File: src/rtl/trct_pkg.sv
// Package: shared constants, payload types and control structs for the texture cache table
`timescale 1ns / 1ps
package trct_pkg;

    localparam int ENTRIES       = 64;
    localparam int IDX_W         = $clog2(ENTRIES);
    localparam int CNT_W         = IDX_W + 1;
    localparam int SECTION_BITS  = 15;              // 32K sections
    localparam int MAX_SECTIONS  = 128;
    localparam int BACK_SECTIONS = 4;
    localparam int STAMP_W       = 32;
    localparam int SECT_W        = 24 - SECTION_BITS; // section of a start address
    localparam int ESECT_W       = 25 - SECTION_BITS; // section of an end address

    // Request codes
    typedef enum logic [1:0] {
        REQ_FIND  = 2'd0,
        REQ_ADD   = 2'd1,
        REQ_WIPE  = 2'd2,
        REQ_CLEAR = 2'd3
    } t_req_code;

    // Result status codes
    localparam logic [2:0] ST_OK        = 3'd0;
    localparam logic [2:0] ST_NOT_FOUND = 3'd1;
    localparam logic [2:0] ST_FULL      = 3'd2;
    localparam logic [2:0] ST_BAD_SECT  = 3'd3;

    typedef struct packed {
        logic [1:0]  req_type;
        logic [23:0] start_address;
        logic [24:0] end_address;
        logic [3:0]  large_lod;
        logic [2:0]  aspect_code;
        logic [3:0]  texel_format;
        logic [31:0] content_hash;
        logic        palette_mode;
        logic        want_second;
    } t_req;

    typedef struct packed {
        logic [2:0] status;
        logic [6:0] tex_name;
        logic [7:0] tex2_name;
        logic       palette_changed;
    } t_rsp;

    // Controller to datapath
    typedef struct packed {
        logic load;
        logic scan;
        logic update;
        logic respond;
    } t_cmd;

    // Datapath to controller
    typedef struct packed {
        logic need_scan;
        logic scan_done;
        logic out_free;
    } t_stat;

endpackage

File: src/rtl/trct_ctrl.sv
// Controller: sequences load, table scan, update and response of one request
`timescale 1ns / 1ps
module trct_ctrl (
    input  logic          i_clk,
    input  logic          i_rst_n,
    input  logic          i_req_valid,
    output logic          o_req_ready,
    input  trct_pkg::t_stat i_stat,
    output trct_pkg::t_cmd  o_cmd
);

    typedef enum logic [3:0] {
        S_IDLE   = 4'b0001,
        S_SCAN   = 4'b0010,
        S_UPDATE = 4'b0100,
        S_RESP   = 4'b1000
    } t_state;

    t_state r_state, n_state;
    logic   accept;

    assign o_req_ready = (r_state == S_IDLE);
    assign accept      = i_req_valid && o_req_ready;

    // Commands
    always_comb begin
        o_cmd         = '0;
        o_cmd.load    = accept;
        o_cmd.scan    = (r_state == S_SCAN);
        o_cmd.update  = (r_state == S_UPDATE);
        o_cmd.respond = (r_state == S_RESP) && i_stat.out_free;
    end

    // Next state
    always_comb begin
        n_state = r_state;
        unique case (r_state)
            S_IDLE: begin
                if (accept) n_state = i_stat.need_scan ? S_SCAN : S_UPDATE;
            end
            S_SCAN: begin
                if (i_stat.scan_done) n_state = S_UPDATE;
            end
            S_UPDATE: n_state = S_RESP;
            S_RESP: begin
                if (i_stat.out_free) n_state = S_IDLE;
            end
            default: n_state = S_IDLE;
        endcase
    end

    always_ff @(posedge i_clk) begin
        if (!i_rst_n) r_state <= S_IDLE;
        else          r_state <= n_state;
    end

endmodule

File: config.mk
export PLATFORM = sky130hd
export DESIGN_NAME = trct_ctrl
export DESIGN_NICKNAME = d
export VERILOG_FILES = /design/src/rtl/trct_pkg.sv /design/src/rtl/trct_ctrl.sv
export SDC_FILE = /design/constraint.sdc
export NUM_CORES = 1
export LEC_CHECK = 0
export BUFFER_PORTS_ARGS = -buffer_cell sky130_fd_sc_hd__buf_2
export CAP_MARGIN = 20
export CORE_AREA = 3 3 40 42
export CTS_CLUSTER_DIAMETER = 120
export DETAILED_ROUTE_END_ITERATION = 16
export DIE_AREA = 0 0 43 45
export SYNTH_ARGS = -nofsm -noshare
export SYNTH_HDL_FRONTEND = slang
export SYNTH_SLANG_ARGS = --single-unit
File: constraint.sdc
create_clock -name i_clk -period 1.3 [get_ports i_clk]
set_input_delay 0.065 -clock i_clk [delete_from_list [all_inputs] [get_ports i_clk]]
set_output_delay 0.065 -clock i_clk [all_outputs]
set_load 0.01 [all_outputs]
Word level (Yosys, flattened, before mapping)

Index checks and enable logic that the tools add are counted.

Word-level logic and storage cells: 16
Output and inout port bits: 5
Bits of input ports: 6
Register bits: 4

Eq/ne operators: 7
Multiplexer cells: 5
Reduce and logical (&&, ||, !) cells: 3

Operators by type and width:

| kind                                                   | number |
|---|---|
| one-hot mux 4 bit (4 select lines)                     | 1 |
| 2-to-1 mux 4 bit                                       | 3 |
| == test 4 x 1 -> 1 bit (second input constant)         | 1 |
| == test 4 x 2 -> 1 bit (second input constant)         | 1 |
| == test 4 x 3 -> 1 bit (second input constant)         | 1 |
| == test 4 bit (second input constant)                  | 1 |
| inequality test 2 bit (second input constant)          | 2 |
| 2-to-1 mux 3 bit                                       | 1 |
| AND reduction 3 bit                                    | 1 |
| logical AND 1 bit                                      | 2 |
| inequality test 2 x 1 -> 1 bit (second input constant) | 1 |

Longest topological paths before layout

Depth after elaboration: 4
Mapped depth: 3
Mapped depth without buffers: 3

Worst setup path before layout

No wires, ideal clock.

Path type: register -> register
Start point: reg r_state[3]
End point: reg r_state[1]
Required time: 1.171 ns
Buffers on the path: 0
Period minus slack after synthesis: 1.215 ns
Arrival time: 1.086 ns
Stages on the path, launching flop included: 4
Slack: 0.085 ns
Library setup time: 0.129 ns
Cell sequence: dfxtp_1 -> or4b_4 -> o21ai_1 -> a21oi_1

Cells in the longest elaborated chain, start to end: 4
Elaborated cells on any way between the ends: 10
Those cells by class: eq/ne (7); mux (1); reduce/logical (2)

Ends and longest elaborated chain:

| item                                     | RTL line                         | RTL |
|---|---|---|
| start: declaration                       | trct_ctrl.sv:19                  | `t_state r_state, n_state;` |
| start signal: assignment                 | trct_ctrl.sv:54                  | `else r_state <= n_state;` |
| == test 4 x 1 -> 1 bit                   | trct_ctrl.sv:22, trct_ctrl.sv:37 |  |
| logical AND 1 bit                        | trct_ctrl.sv:23                  | `assign accept = i_req_valid && o_req_ready;` |
| inequality test 2 x 1 -> 1 bit (no line) | --                               |  |
| AND reduction 3 bit (no line)            | --                               |  |

Parallel ways exist; a longest one is shown, timed or not.
A chain may end at the register's enable or synchronous reset.

==> impl_metrics.yaml <==
outcome:
  status: "complete, but fails checks"
  violations: "negative setup slack"
logic_synthesis:
  yosysWarnings: 0
  netlist_area_sq_um: 269.0
  ys_top_cells_by_area: "dfxtp_1, nor4b_2, nor4b_4, nor3b_1, buf_4"
  syn_nets: 35
  synth_seq_cells: 4
  synthCells: 29
  yosysSeqAreaShare_pct: 29.77
  synth_top_area_share_pct: 29.77
  syn_area_per_cell_sq_um: 9.276
  synth_top_cell_by_area: "dfxtp_1"
  synth.distinct_cells: 17
timing:
  slew-limit-headroom_pct: 70.03
  setup_viol: 9
  timing_hold_violations_final: 0
  hold_ws_ns: 0.09105
  post-route-period-util_pct: 108.0
  fin_crit_ns: 1.405
  clock_skew_ns: 0.0009932
  worstMarginPinSlew_ns: 0.4448
  slew_viol_final: 0
  rsz0062_at_grt: "true"
  setup_slack_ns: -0.1046
  clock.fmax_mhz: 711.9
die:
  die_h_um: 45
  initial_core_util_pct: 20.93
  core_sq_mm: 0.001285
  pin_count: 11
  die_x_um: 43
  rows: 13
  die-area_sq_mm: 0.001935
global_route:
  antenna_found_initial: 0
  grt_pass1_vias: 295
  grtUsageTotal_pct: 8.326
  grt_pass1_wl_um: 1131
  grt_max_degree: 7
  grt_overflow: 0
pwr:
  p_leak_nw: 0.2500
  power_density_mw_per_mm2: 944.9
  design_power_total_mw: 0.5143
  ir_worst_vdd_v: 0.0003681
routing:
  drt_iter0_drc: 0
  drtPass1Iterations: 1
  drc: 0
  wl_um: 873
  route.vias.total: 308
  routed_via_density: 4.464
  wl_per_cell_um: 12.65
  ant_nets: 0
clock_network:
  root_buffer: "clkbuf_4"
  h-tree-depth: 1
  ctsHoldBuffers: 0
  cts_tree: "yes"
  path_clk_slew_ns: 0.04
  cts_buffer_depth: 2
  clk_latency_ns: 0.23
  cts_buffers: 3
  cts.sinks: 4
placement:
  hpwl_um: 488.4
  place_area_sq_um: 350.3
  globalplace.congestion: 0.6597
  io_buffers: 10
layout:
  layout_commonest_cell: "buf_4"
  top_register: "r_state"
  nets: 62
  top_regs: "r_state x4"
  postLayoutCoreUtil_pct: 42.36
  ff_latch_area_sq_um: 88.84
  multiInputGateArea_sq_um: 205.2
  fill_cells: 119
  n_antenna_cell: 0
  syn2layout_area_growth_pct: 102.3
  drive_above_1_share_pct: 70.37
  largest_reg_flops: 4
  layout_common_cells: "buf_4, buf_2, buf_6"
  postLayoutCellArea_sq_um: 544.3
setup_path:
  r2r_end: "r_state[3]"
  critical_path_arrival_ns: 1.34
  setup.worst_path.end_class: "output port"
  worstPathRequired_ns: 1.24
  crit-reg2reg-launch: "r_state[2]"
  crit_type: "reg2out"
  crit_path_start_kind: "flip-flop"
  cp_max_fo: 3
  crit_end: "o_cmd[0]"
  r2r.worst_path.cells: 7
  r2r_setup_slack_ns: -0.07
  startpoint: "r_state[2]"
flow_run:
  drv_cap: 0
hold_path:
  min_path_type: "in2reg"
==> kinds of logic (layout without fill, tap and decap cells) <==
kind of cell,Yosys count,count (layout),synth area share (%)
AO/OA/AOI/OAI,7,7,16.74
buffers and inverters,5,30,9.766
flip-flops,4,4,29.77
AND/OR/NAND/NOR,13,13,43.72
==> stage by stage <==
| stage | instances | setup TNS, ns | worst slack, ns |
|---|---|---|---|
| 6_report | 69 | -0.4509 | -0.1046 |
| 5_1_grt | 69 | -0.9046 | -0.1469 |
| 4_1_cts | 65 | -0.2593 | -0.1345 |
| 3_5_place_dp | 54 | 0 | 0.05637 |
| 3_3_place_gp | 54 | 0 | 0.07653 |
| 2_1_floorplan | 29 | 0 | 0.08547 |
==> worst max-delay path, cell delays in order, from the launching register on <==
cell and delay (ns):
dfxtp_4 0.34, or4b_4 0.56, nor2_4 0.11, buf_6 0.10
==> cells in the mapped netlist <==
| cell type | number |
|---|---|
| dfxtp_1 | 4 |
| nand3_1 | 1 |
| a21o_1 | 1 |
| nor2_1 | 3 |
| inv_1 | 3 |
| o21ai_1 | 1 |
| nor3b_1 | 3 |
| o21ai_0 | 1 |
| nor4b_4 | 1 |
| nor3_1 | 1 |
| nor4b_2 | 2 |
| a21oi_1 | 2 |
| o21a_1 | 1 |
| or4b_4 | 1 |
| a21bo_1 | 1 |
| and2_1 | 1 |
| buf_4 | 2 |
==> cell type report <==
class                   instances  area share (%)
well taps                      15           3.448
multi-input cells              20           37.70
clock buffers                   3           4.138
repair buffers                 24           36.32
flip-flops and latches          4           16.32
inverters                       3           2.069
==> report_power, final <==
| group | switching (mW) | internal (mW) | total, mW | leakage (nW) |
|---|---|---|---|---|
| Combinational | 0.0861 | 0.127 | 0.213 | 0.202 |
| Sequential | 0.0135 | 0.138 | 0.152 | 0.0340 |
| Clock | 0.0461 | 0.103 | 0.149 | 0.0138 |
==> repair_timing <==
action,in CTS,in global routing
setup buffers,8,4
setup endpoints to repair,5,7
pin swaps,4,6
resized for setup,9,10
==> routing by layer <==
| metal | GRT usage (%) | vias up | share of wire (%) |
|---|---|---|---|
| li1 | - | 153 | - |
| met1 | 6.265 | 151 | 33 |
| met2 | 16.77 | 4 | 65 |
| met3 | 2.390 | 0 | 2.1 |
| met4 | 7.229 | 0 | 0 |
| met5 | 0 | - | 0 |
==> how the worst min path moves through the flow <==
stage | start | cells after the start | slack, ns | end
after global routing | i_rst_n | 3 | 0.1 | r_state[1]
final | i_rst_n | 3 | 0.09 | r_state[1]
after CTS | i_rst_n | 2 | 0.07 | r_state[3]
after global placement | i_rst_n | 2 | 0.31 | r_state[3]
after detailed placement | i_rst_n | 2 | 0.31 | r_state[3]
after floorplan | i_rst_n | 1 | 0.18 | r_state[3]
No activity file was read; power rests on OpenSTA's default activity.
